[src/sv/magnetometer_heading_filter_macros.svh]
// ----------------------------------------------------------------------------
// Magnetometer heading filter assertion macros
// Shared concurrent assertion forms used by the filter RTL.
// ----------------------------------------------------------------------------
`ifndef MAGNETOMETER_HEADING_FILTER_MACROS_SVH
`define MAGNETOMETER_HEADING_FILTER_MACROS_SVH

// Same-cycle implication
`define MHF_ASSERT_IMP(label, clk, rst, cond, prop) \
  label: assert property (@(posedge clk) disable iff (rst) (cond) |-> (prop)) \
    else $error("assertion failed");

// Next-cycle implication
`define MHF_ASSERT_NXT(label, clk, rst, cond, prop) \
  label: assert property (@(posedge clk) disable iff (rst) (cond) |=> (prop)) \
    else $error("assertion failed");

`endif

[src/sv/mhf_pkg.sv]
// ----------------------------------------------------------------------------
// Magnetometer heading filter package
// Beat types, register codes, CORDIC angle table and sector lookup.
// ----------------------------------------------------------------------------
package mhf_pkg;

  localparam int WINDOW_DEPTH_DEF = 5;

  // Shared serial multiplier widths
  localparam int MUL_AW = 25;
  localparam int MUL_BW = 24;
  localparam int MUL_PW = 49;

  localparam logic [MUL_BW-1:0] ALPHA_Q16 = 24'd6554;

  // Angle units: 2^-15 degree fine, 1/128 degree coarse
  localparam int FULL_TURN    = 46080;
  localparam int SECTOR_SPAN  = 5760;
  localparam int HALF_SECTOR  = 2880;
  localparam int CORDIC_STEPS = 22;
  localparam int DEG_UNIT     = 32768;

  localparam logic [20:0] ATAN_TABLE [CORDIC_STEPS] = '{
    21'd1474560, 21'd870484, 21'd459940, 21'd233473, 21'd117189, 21'd58652,
    21'd29333, 21'd14667, 21'd7334, 21'd3667, 21'd1833, 21'd917, 21'd458,
    21'd229, 21'd115, 21'd57, 21'd29, 21'd14, 21'd7, 21'd4, 21'd2, 21'd1
  };

  localparam logic [3:0] SECTOR_CODES [8] = '{
    4'd6, 4'd1, 4'd5, 4'd2, 4'd7, 4'd3, 4'd8, 4'd4
  };

  localparam int CFG_IW = 3;

  typedef enum logic [CFG_IW-1:0] {
    CFG_OFFSET_X     = 3'd0,
    CFG_OFFSET_Y     = 3'd1,
    CFG_OFFSET_Z     = 3'd2,
    CFG_JUMP_LIMIT   = 3'd3,
    CFG_HEADING_TRIM = 3'd4
  } cfg_reg_t;

  typedef struct packed {
    logic signed [15:0] raw_x;
    logic signed [15:0] raw_y;
    logic signed [15:0] raw_z;
  } in_item_t;

  typedef struct packed {
    logic signed [23:0] smooth_x;
    logic signed [23:0] smooth_y;
    logic signed [23:0] smooth_z;
    logic [23:0]        field_strength;
    logic [15:0]        heading;
    logic [15:0]        trimmed_heading;
    logic [3:0]         compass_sector;
  } out_item_t;

  // Handshake status of a multi-cycle arithmetic unit
  typedef struct packed {
    logic busy;
    logic done;
  } unit_st_t;

  // 45-degree sector code of a heading in 1/128 degree
  function automatic logic [3:0] sector_of(input logic [15:0] h);
    logic [16:0] v;
    logic [3:0]  q;
    v = {1'b0, h} + 17'(HALF_SECTOR);
    q = '0;
    for (int k = 1; k <= 8; k++) begin
      if (v >= 17'(k * SECTOR_SPAN)) q = q + 4'd1;
    end
    return SECTOR_CODES[q[2:0]];
  endfunction

endpackage

[src/sv/mhf_mul.sv]
// ----------------------------------------------------------------------------
// Serial shift-add multiplier
// Signed multiplicand times unsigned multiplier, one multiplier bit a cycle.
// ----------------------------------------------------------------------------
module mhf_mul import mhf_pkg::*; (
  input  logic                     clk,
  input  logic                     rst,
  input  logic                     start,
  input  logic signed [MUL_AW-1:0] a,
  input  logic [MUL_BW-1:0]        b,
  output unit_st_t                 st,
  output logic signed [MUL_PW-1:0] product
);

  logic signed [MUL_PW-1:0] acc;
  logic signed [MUL_PW-1:0] areg;
  logic [MUL_BW-1:0]        breg;
  logic signed [MUL_PW-1:0] acc_next;
  logic                     last_bit;

  // Add the shifted multiplicand when the low multiplier bit is set
  always_comb begin
    acc_next = breg[0] ? acc + areg : acc;
    // stop once no multiplier bits remain
    last_bit = st.busy && !start && (breg[MUL_BW-1:1] == '0);
  end

  always_ff @(posedge clk) begin
    if (rst) begin
      st <= '0;
    end else begin
      st.done <= last_bit;
      if (start) begin
        acc     <= '0;
        areg    <= {{(MUL_PW-MUL_AW){a[MUL_AW-1]}}, a};
        breg    <= b;
        st.busy <= 1'b1;
      end else if (st.busy) begin
        acc  <= acc_next;
        areg <= areg <<< 1;
        breg <= breg >> 1;
        if (last_bit) begin
          st.busy <= 1'b0;
          product <= acc_next;
        end
      end
    end
  end

endmodule

[src/sv/mhf_cordic.sv]
// ----------------------------------------------------------------------------
// Vectoring CORDIC heading unit
// atan2(y,x) + 90 degrees in 1/128 degree, one rotation step a cycle.
// ----------------------------------------------------------------------------
module mhf_cordic import mhf_pkg::*; (
  input  logic               clk,
  input  logic               rst,
  input  logic               start,
  input  logic signed [23:0] fx,
  input  logic signed [23:0] fy,
  output unit_st_t           st,
  output logic [15:0]        heading
);

  typedef enum logic [1:0] {C_IDLE, C_RUN, C_FIN} cstate_t;

  localparam logic signed [25:0] TURN_FINE    = 26'sd11796480;
  localparam logic signed [25:0] QUARTER_FINE = 26'sd2949120;
  localparam logic signed [25:0] HALF_FINE    = 26'sd5898240;

  cstate_t            state;
  logic [4:0]         iter;
  logic signed [35:0] x, y;
  logic signed [25:0] z;

  logic signed [35:0] xs, ys, x_ld, y_ld;
  logic signed [25:0] atan_v, a0, a1, a2, hr;
  logic               ypos;
  logic [15:0]        h_fin;

  always_comb begin
    // load: scale by 256, fold the left half plane
    x_ld   = {{4{fx[23]}}, fx, 8'd0};
    y_ld   = {{4{fy[23]}}, fy, 8'd0};
    // one micro-rotation
    xs     = x >>> iter;
    ys     = y >>> iter;
    ypos   = !y[35] && (y != '0);
    atan_v = {5'd0, ATAN_TABLE[iter]};
    // offset, wrap into one turn, round to 1/128 degree
    a0 = z + QUARTER_FINE;
    a1 = a0[25] ? a0 + TURN_FINE : a0;
    a2 = (a1 >= TURN_FINE) ? a1 - TURN_FINE : a1;
    hr = (a2 + 26'sd128) >>> 8;
    h_fin = (hr >= 26'(FULL_TURN)) ? 16'd0 : hr[15:0];
  end

  always_ff @(posedge clk) begin
    if (rst) begin
      state <= C_IDLE;
      st    <= '0;
    end else begin
      st.done <= (state == C_FIN);
      case (state)
        C_IDLE: begin
          if (start) begin
            st.busy <= 1'b1;
            iter    <= '0;
            if (fx == '0 && fy == '0) begin
              z     <= '0;
              state <= C_FIN;
            end else if (fx[23]) begin
              x     <= -x_ld;
              y     <= -y_ld;
              z     <= HALF_FINE;
              state <= C_RUN;
            end else begin
              x     <= x_ld;
              y     <= y_ld;
              z     <= '0;
              state <= C_RUN;
            end
          end
        end
        C_RUN: begin
          if (ypos) begin
            x <= x + ys;
            y <= y - xs;
            z <= z + atan_v;
          end else begin
            x <= x - ys;
            y <= y + xs;
            z <= z - atan_v;
          end
          iter <= iter + 5'd1;
          if (iter == 5'(CORDIC_STEPS - 1)) state <= C_FIN;
        end
        C_FIN: begin
          heading <= h_fin;
          st.busy <= 1'b0;
          state   <= C_IDLE;
        end
        default: state <= C_IDLE;
      endcase
    end
  end

endmodule

[src/sv/magnetometer_heading_filter.sv]
// ----------------------------------------------------------------------------
// Magnetometer heading filter
// Offset removal, jump limiting, window average, exponential smoothing,
// field magnitude and compass heading of a three-axis magnetometer stream.
// ----------------------------------------------------------------------------
//  channel | direction | handshake        | beat
//  --------+-----------+------------------+------------------------------
//  in      | input     | in_valid/stall   | in_item_t raw x, y, z
//  out     | output    | out_valid/stall  | out_item_t filtered result
//  cfg     | input     | cfg_valid/ready  | register index + 16-bit data
//
//  The first sample takes only the window fill sweep. Later samples pass
//  through the bit-serial window divider (per axis), the shared shift-add
//  multiplier (smoothing and squares), the one-bit-a-cycle square root and
//  the 22-step CORDIC.
//  Reset is synchronous; no clearing pass is needed.
//  A finished result waits in the output register while the next sample is
//  taken; the engine holds in its last step only if that register is full and stalled.
// ----------------------------------------------------------------------------
`include "magnetometer_heading_filter_macros.svh"

module magnetometer_heading_filter import mhf_pkg::*; #(
  parameter int WINDOW_DEPTH = WINDOW_DEPTH_DEF
) (
  input  logic              clk,
  input  logic              rst,
  input  logic              in_valid,
  output logic              in_stall,
  input  in_item_t          in_data,
  output logic              out_valid,
  input  logic              out_stall,
  output out_item_t         out_data,
  input  logic              cfg_valid,
  output logic              cfg_ready,
  input  logic [CFG_IW-1:0] cfg_index,
  input  logic [15:0]       cfg_data
);

  localparam int SW   = (WINDOW_DEPTH > 1) ? $clog2(WINDOW_DEPTH) : 1;
  localparam int SUMW = 17 + $clog2(WINDOW_DEPTH);
  localparam int DVW  = SUMW + 10;
  localparam int DVR  = $clog2(2 * WINDOW_DEPTH + 1);
  localparam logic [DVR:0] DIVISOR = (DVR+1)'(2 * WINDOW_DEPTH);

  typedef enum logic [3:0] {
    S_IDLE, S_FILL, S_CLAMP, S_DIV, S_SMUL, S_SWAIT, S_SQ, S_SQWAIT,
    S_SQRT, S_SQRND, S_CORD, S_CWAIT, S_HMUL, S_HWAIT, S_FINISH
  } state_t;

  state_t state;

  // configuration
  logic signed [15:0] offset_x, offset_y, offset_z, heading_trim;
  logic [14:0]        jump_limit;

  // filter state
  logic signed [15:0]     cur  [3];
  logic signed [23:0]     filt [3];
  logic signed [SUMW-1:0] sums [3];
  logic signed [15:0]     win  [3][WINDOW_DEPTH];
  logic [SW-1:0]          window_slot;
  logic                   primed;
  logic [23:0]            magnitude_hold;
  logic [15:0]            heading_hold;
  logic [3:0]             sector;

  // sequencing and serial datapath registers
  logic [1:0]     ax;
  logic [5:0]     cnt;
  logic [DVW-1:0] divq;
  logic [DVR-1:0] divr;
  logic [47:0]    sq, rad;
  logic [26:0]    srem;
  logic [23:0]    sroot;

  // arithmetic units
  logic                     mul_start;
  logic signed [MUL_AW-1:0] mul_a;
  logic [MUL_BW-1:0]        mul_b;
  unit_st_t                 mul_st;
  logic signed [MUL_PW-1:0] mul_p;
  logic                     cord_start;
  unit_st_t                 cord_st;
  logic [15:0]              cord_h;

  // combinational datapath
  logic signed [23:0]     f_cur;
  logic signed [15:0]     c_cur, w_cur;
  logic signed [24:0]     fneg;
  logic signed [17:0]     last18, diff18, lim18, lv18;
  logic signed [SUMW-1:0] sum_new;
  logic [SUMW-1:0]        sum_abs;
  logic [DVW-1:0]         div_load;
  logic [DVR:0]           r2;
  logic                   r_ge;
  logic signed [24:0]     avg25, d25, hd25;
  logic signed [16:0]     hd17;
  logic [23:0]            f_abs;
  logic signed [MUL_PW-1:0] psh;
  logic signed [23:0]     f_upd;
  logic [15:0]            h_upd;
  logic [26:0]            s_t, s_trial;
  logic signed [17:0]     tsum, tfix;
  logic [SW-1:0]          slot_inc;
  logic signed [15:0]     cx, cy, cz;

  assign cfg_ready = 1'b1;
  assign in_stall  = (state != S_IDLE);

  // offset removal with 16-bit wrap
  assign cx = in_data.raw_x - offset_x;
  assign cy = in_data.raw_y - offset_y;
  assign cz = in_data.raw_z - offset_z;

  always_comb begin
    f_cur = filt[ax];
    c_cur = cur[ax];
    w_cur = win[ax][window_slot];

    // jump limit against the filtered value truncated toward zero
    fneg   = -{f_cur[23], f_cur};
    last18 = f_cur[23] ? -$signed({1'b0, fneg[24:8]})
                       : {{2{f_cur[23]}}, f_cur[23:8]};
    diff18 = {{2{c_cur[15]}}, c_cur} - last18;
    lim18  = {3'd0, jump_limit};
    if (diff18 > lim18)       lv18 = last18 + lim18;
    else if (diff18 < -lim18) lv18 = last18 - lim18;
    else                      lv18 = {{2{c_cur[15]}}, c_cur};

    // running window sum and rounded-average dividend
    sum_new  = sums[ax] - {{(SUMW-16){w_cur[15]}}, w_cur}
                        + {{(SUMW-16){lv18[15]}}, lv18[15:0]};
    sum_abs  = sum_new[SUMW-1] ? SUMW'(-sum_new) : SUMW'(sum_new);
    div_load = DVW'({sum_abs, 9'd0}) + DVW'(WINDOW_DEPTH);

    // restoring divider step
    r2   = {divr, divq[DVW-1]};
    r_ge = (r2 >= DIVISOR);

    // smoothing operands
    avg25 = sums[ax][SUMW-1] ? -$signed({1'b0, divq[23:0]}) : $signed({1'b0, divq[23:0]});
    d25   = avg25 - {f_cur[23], f_cur};
    hd17  = $signed({1'b0, cord_h}) - $signed({1'b0, heading_hold});
    hd25  = {{8{hd17[16]}}, hd17};
    f_abs = f_cur[23] ? 24'(-f_cur) : 24'(f_cur);
    psh   = (mul_p + MUL_PW'(32768)) >>> 16;
    f_upd = f_cur + psh[23:0];
    h_upd = heading_hold + psh[15:0];

    // square root step, two radicand bits a cycle
    s_t     = {srem[24:0], rad[47:46]};
    s_trial = {1'b0, sroot, 2'b01};

    // trim with a single wrap
    tsum = $signed({2'b0, heading_hold}) + {{2{heading_trim[15]}}, heading_trim};
    if (tsum > 18'sd46080)  tfix = tsum - 18'sd46080;
    else if (tsum < 18'sd0) tfix = tsum + 18'sd46080;
    else                    tfix = tsum;

    slot_inc = (window_slot == SW'(WINDOW_DEPTH - 1)) ? '0 : window_slot + 1'b1;

    // multiplier operand select
    mul_start  = (state == S_SMUL) || (state == S_SQ) || (state == S_HMUL);
    cord_start = (state == S_CORD);
    case (state)
      S_SQ:    begin mul_a = {1'b0, f_abs}; mul_b = f_abs;     end
      S_HMUL:  begin mul_a = hd25;          mul_b = ALPHA_Q16; end
      default: begin mul_a = d25;           mul_b = ALPHA_Q16; end
    endcase
  end

  mhf_mul u_mul (
    .clk     (clk),
    .rst     (rst),
    .start   (mul_start),
    .a       (mul_a),
    .b       (mul_b),
    .st      (mul_st),
    .product (mul_p)
  );

  mhf_cordic u_cordic (
    .clk     (clk),
    .rst     (rst),
    .start   (cord_start),
    .fx      (filt[0]),
    .fy      (filt[1]),
    .st      (cord_st),
    .heading (cord_h)
  );

  // sequencer, filter state and output register
  always_ff @(posedge clk) begin
    if (rst) begin
      state          <= S_IDLE;
      out_valid      <= 1'b0;
      primed         <= 1'b0;
      window_slot    <= '0;
      magnitude_hold <= '0;
      heading_hold   <= '0;
      for (int a = 0; a < 3; a++) filt[a] <= '0;
      offset_x       <= '0;
      offset_y       <= '0;
      offset_z       <= '0;
      jump_limit     <= 15'd50;
      heading_trim   <= '0;
    end else begin
      // the finish step reloads the register itself
      if (out_valid && !out_stall && state != S_FINISH) out_valid <= 1'b0;

      if (cfg_valid && cfg_ready) begin
        case (cfg_reg_t'(cfg_index))
          CFG_OFFSET_X:     offset_x     <= cfg_data;
          CFG_OFFSET_Y:     offset_y     <= cfg_data;
          CFG_OFFSET_Z:     offset_z     <= cfg_data;
          CFG_JUMP_LIMIT:   jump_limit   <= cfg_data[14:0];
          CFG_HEADING_TRIM: heading_trim <= cfg_data;
          default: ;
        endcase
      end

      case (state)
        S_IDLE: begin
          if (in_valid && !in_stall) begin
            cur[0] <= cx;
            cur[1] <= cy;
            cur[2] <= cz;
            sector <= sector_of(heading_hold);
            ax     <= '0;
            cnt    <= '0;
            state  <= primed ? S_CLAMP : S_FILL;
          end
        end
        // first sample: sweep the window, building the sums
        S_FILL: begin
          for (int a = 0; a < 3; a++) begin
            win[a][cnt[SW-1:0]] <= cur[a];
            sums[a] <= (cnt == '0) ? {{(SUMW-16){cur[a][15]}}, cur[a]}
                                   : sums[a] + {{(SUMW-16){cur[a][15]}}, cur[a]};
          end
          cnt <= cnt + 6'd1;
          if (cnt == 6'(WINDOW_DEPTH - 1)) begin
            for (int a = 0; a < 3; a++) filt[a] <= {cur[a], 8'd0};
            primed <= 1'b1;
            state  <= S_FINISH;
          end
        end
        S_CLAMP: begin
          win[ax][window_slot] <= lv18[15:0];
          sums[ax] <= sum_new;
          divq     <= div_load;
          divr     <= '0;
          cnt      <= '0;
          state    <= S_DIV;
        end
        S_DIV: begin
          divr <= r_ge ? DVR'(r2 - DIVISOR) : r2[DVR-1:0];
          divq <= {divq[DVW-2:0], r_ge};
          cnt  <= cnt + 6'd1;
          if (cnt == 6'(DVW - 1)) state <= S_SMUL;
        end
        S_SMUL: state <= S_SWAIT;
        S_SWAIT: begin
          if (mul_st.done) begin
            filt[ax] <= f_upd;
            if (ax == 2'd2) begin
              ax    <= '0;
              sq    <= '0;
              state <= S_SQ;
            end else begin
              ax    <= ax + 2'd1;
              state <= S_CLAMP;
            end
          end
        end
        S_SQ: state <= S_SQWAIT;
        S_SQWAIT: begin
          if (mul_st.done) begin
            sq <= sq + mul_p[47:0];
            if (ax == 2'd2) begin
              rad   <= sq + mul_p[47:0];
              srem  <= '0;
              sroot <= '0;
              cnt   <= '0;
              state <= S_SQRT;
            end else begin
              ax    <= ax + 2'd1;
              state <= S_SQ;
            end
          end
        end
        S_SQRT: begin
          if (s_t >= s_trial) begin
            srem  <= s_t - s_trial;
            sroot <= {sroot[22:0], 1'b1};
          end else begin
            srem  <= s_t;
            sroot <= {sroot[22:0], 1'b0};
          end
          rad <= {rad[45:0], 2'b00};
          cnt <= cnt + 6'd1;
          if (cnt == 6'd23) state <= S_SQRND;
        end
        S_SQRND: begin
          magnitude_hold <= (srem > {3'd0, sroot}) ? sroot + 24'd1 : sroot;
          state <= S_CORD;
        end
        S_CORD: state <= S_CWAIT;
        S_CWAIT: if (cord_st.done) state <= S_HMUL;
        S_HMUL: state <= S_HWAIT;
        S_HWAIT: begin
          if (mul_st.done) begin
            heading_hold <= h_upd;
            window_slot  <= slot_inc;
            state        <= S_FINISH;
          end
        end
        S_FINISH: begin
          if (!out_valid || !out_stall) begin
            out_valid                <= 1'b1;
            out_data.smooth_x        <= filt[0];
            out_data.smooth_y        <= filt[1];
            out_data.smooth_z        <= filt[2];
            out_data.field_strength  <= magnitude_hold;
            out_data.heading         <= heading_hold;
            out_data.trimmed_heading <= tfix[15:0];
            out_data.compass_sector  <= sector;
            state                    <= S_IDLE;
          end
        end
        default: state <= S_IDLE;
      endcase
    end
  end

  // checks
  `MHF_ASSERT_NXT(a_accept_busy, clk, rst, in_valid && !in_stall, in_stall)
  `MHF_ASSERT_IMP(a_mul_free, clk, rst, mul_start, !mul_st.busy)
  `MHF_ASSERT_IMP(a_slot_range, clk, rst, 1'b1, window_slot <= SW'(WINDOW_DEPTH - 1))
  `MHF_ASSERT_NXT(a_finish_load, clk, rst, state == S_FINISH && (!out_valid || !out_stall), out_valid && state == S_IDLE)

endmodule

[config.mk]
export PLATFORM = sky130hd
export DESIGN_NAME = magnetometer_heading_filter
export DESIGN_NICKNAME = d
export VERILOG_FILES = /design/src/sv/mhf_pkg.sv /design/src/sv/mhf_mul.sv /design/src/sv/mhf_cordic.sv /design/src/sv/magnetometer_heading_filter.sv
export VERILOG_INCLUDE_DIRS = /design/src /design/src/sv
export SDC_FILE = /design/constraint.sdc
export NUM_CORES = 2
export LEC_CHECK = 0
export CAP_MARGIN = 25
export CORE_UTILIZATION = 65
export DETAILED_ROUTE_END_ITERATION = 10
export DONT_BUFFER_PORTS = 1
export HOLD_SLACK_MARGIN = 0.08
export PLACE_DENSITY_LB_ADDON = 0.12
export SLEW_MARGIN = 20
export SYNTH_ARGS = -nofsm -noshare
export SYNTH_HDL_FRONTEND = slang
export SYNTH_SLANG_ARGS = --single-unit
[constraint.sdc]
create_clock -name clk -period 14.55 [get_ports clk]
set_clock_uncertainty 0.05 [all_clocks]
set_input_delay 1.455 -clock clk [delete_from_list [all_inputs] [get_ports clk]]
set_output_delay 1.455 -clock clk [all_outputs]
set_load 0.01 [all_outputs]
==> results.ini <==
[cts]
ctsResizeCount=0
h-tree-depth=4
holdBufCountCts=0
cts_sinks=1291
clk_pin_slew_ns=0.06
cts_buffer_depth=3
clockRootBuffer=clkbuf_16
cts_setup_buffers=0
cts_buffers=141
cts_tree=yes
clock_latency_ns=0.82

[die]
fp.dieW_um=374
num_rows=136
die_h_um=374
start_util=0.654
pin_count=207
core_region_area_um2=137000
dieArea_um2=140000

[flow_run]
drv_cap=0

[cells_and_area]
final_nets=9706
layoutNonFillerInstCount=10900
drive_gt1_frac=0.0864
area_growth_pct=7.12
final_common_cell=nand2_1
final_cell_mix=1190 x nand2_1, 1156 x edfxtp_1, 701 x nor2_1, 645 x o21ai_0, 638 x a21oi_1
final_util=0.701

[synthesis]
synth_edf_count=1156
synth_area_um2=89800
synth_mux_area_frac=0.0743
ys_seq_area_frac=0.417
syn_nets=9879
synth_xor_area_frac=0.0621
synth_cell_types=105
synthArstFlopShare=0
synth-seq-cells=1291
synth-main-ff-cell=edfxtp_1
synthAdderAreaFrac=0.0872
syn_inst=9205
synthSimpleGateAreaFrac=0.150
synth_top_family_by_area=compound AO/OA/AOI/OAI gates
synth_compound_area_frac=0.169
yosysWarnings=0
syn-mean-instance-area_um2=9.76

[timing]
setup_tns_ns=0
worstMarginPinSlew_ns=1.22
maxSlewHeadroom=0.185
rsz0062_at_grt=false
fmax_ghz=0.0726
whs_ns=0.381
finalCriticalPeriod_ns=13.77
finalHoldViolCount=0
finalSetupViolCount=0
min_period_over_period=0.947
slew_violations=0

[detailed_routing]
firstDrtPassIters=8
wl_met1_um=111000
routedWlPerCell_um=27.3
drtIter0Drc=10300
wirelength_um=299000
dr_wl_met2_um=128000
routed.top_layer=met5
wl_met3_um=43800
num_vias=75000
avgViaCountPerCell=6.85
antenna_left=0
drc_errors=0

[worst_setup_path]
cp_top_family=compound AO/OA/AOI/OAI gates
crit_path_frequent_cell=inv_1
start_kind=flop
path_buf_inv=6
setup.worst_path.end_class=flop
worst_path_max_delay_cell=mux4_1
crit_path_max_fanout=16
critPathArrivalTime_ns=14.27
critPathMaxStageDelay_ns=0.85
cp.required_ns=15.05
path_class=flop to flop

[place]
dp_cells=10700
dp_hpwl_um=220000
io_buffers=0
place_congestion=1.04

[global_routing]
antenna_found_initial=18
grt_max_degree=150
grt_pass1_wl_um=439000
grt-ovfl-total=0
grt_pass1_vias=70000
grt_usage=0.419

[hold_path]
holdCritPathClass=flop to flop

[run_status]
status=completed

## state kept, by name, indices dropped and copies added, names as in the netlist, 27 cells and up, named ones only
register / flops
win: 320
out_data: 132
filt: 96
sums: 80
cur: 48
rad: 48
sq: 48
u_mul.acc: 48
u_mul.areg: 48
u_mul.product: 48
u_cordic.x: 36
u_cordic.y: 36
divq: 30
srem: 27
## layer usage
metal  vias to the layer above  GRT usage
met4                        18      0.201
met1                     35700      0.555
met2                      4913      0.619
met5                         -          0
li1                      33500          -
met3                       860      0.141
## per-stage QoR
stage,cell area [um2],setup slack (ns)
after floorplan,89800,2.24
after global placement,91300,1.50
after detailed placement,91500,1.33
after CTS,96100,1.25
after global routing,96200,0.269
final,96200,0.778
## cells by family (layout without fill, tap and decap cells)
family,after synthesis,in the layout
AOI/OAI and AO/OA,2421,2421
DFF,1291,1291
adders and majority gates,603,603
buffers and inverters,923,864
other,1,6
and+or+nand+nor,2951,2951
muxes,382,382
xor gates and xnor gates,633,633
## final cells by class
class                      count  area (um2)
antenna                        5        12.5
clock buffer                 175        3770
clock inverter                82         851
fill                       10200       41100
inverter                     459        1730
multi-input combinational   6991       49000
sequential                  1291       37400
tap                         1794        2240
timing repair buffer         148        1230
## synth_stat cells (all sizes together), types with 56 or more instances
master,number,area share
mux2i,83,0.0093
dfxtp,135,0.030
or3,90,0.0063
a21oi,639,0.036
nand3,169,0.0096
mux4,219,0.055
o31ai,83,0.0069
a31oi,96,0.0067
and2,112,0.0078
o21ai,718,0.041
a21boi,63,0.0053
nor2b,69,0.0048
nor3,167,0.0094
and3,87,0.0061
nor4,63,0.0047
o21a,76,0.0064
a211oi,111,0.0093
nand2,1192,0.050
nand2b,91,0.0063
xnor2,418,0.041
clkbuf,351,0.015
mux2,80,0.010
o21bai,56,0.0047
xor2,213,0.021
edfxtp,1156,0.39
nor2,713,0.030
ha,564,0.079
inv,456,0.019
a21o,201,0.017
buf,113,0.0063
nand4,61,0.0042
## worst reg2reg max path: cells and delay by family, from the launching register on
kind            cells  cell delay, ns
compound gates     16            4.33
xor+xnor            5            1.23
fa+ha+maj           6            1.95
buf+inv             6            0.93
flops               1            0.53
mux                 1            0.86
simple gates       11            3.65
## worst paths after layout
kind | start | endpoint | slack [ns] | cells past startpoint
setup reg to reg | flop | divq[27]$_DFFE_PP_ | 0.78 | 45
hold reg to reg | magnitude_hold[6]$_SDFFE_PP0P_ | out_data[42]$_DFFE_PP_ | 0.38 | 0
setup / recovery | flop | divq[27]$_DFFE_PP_ | 0.78 | 45
hold / removal | magnitude_hold[6]$_SDFFE_PP0P_ | out_data[42]$_DFFE_PP_ | 0.38 | 0
Power is not shown: default switching activity piles up to over one toggle a cycle in this logic, so the estimate is an artifact.
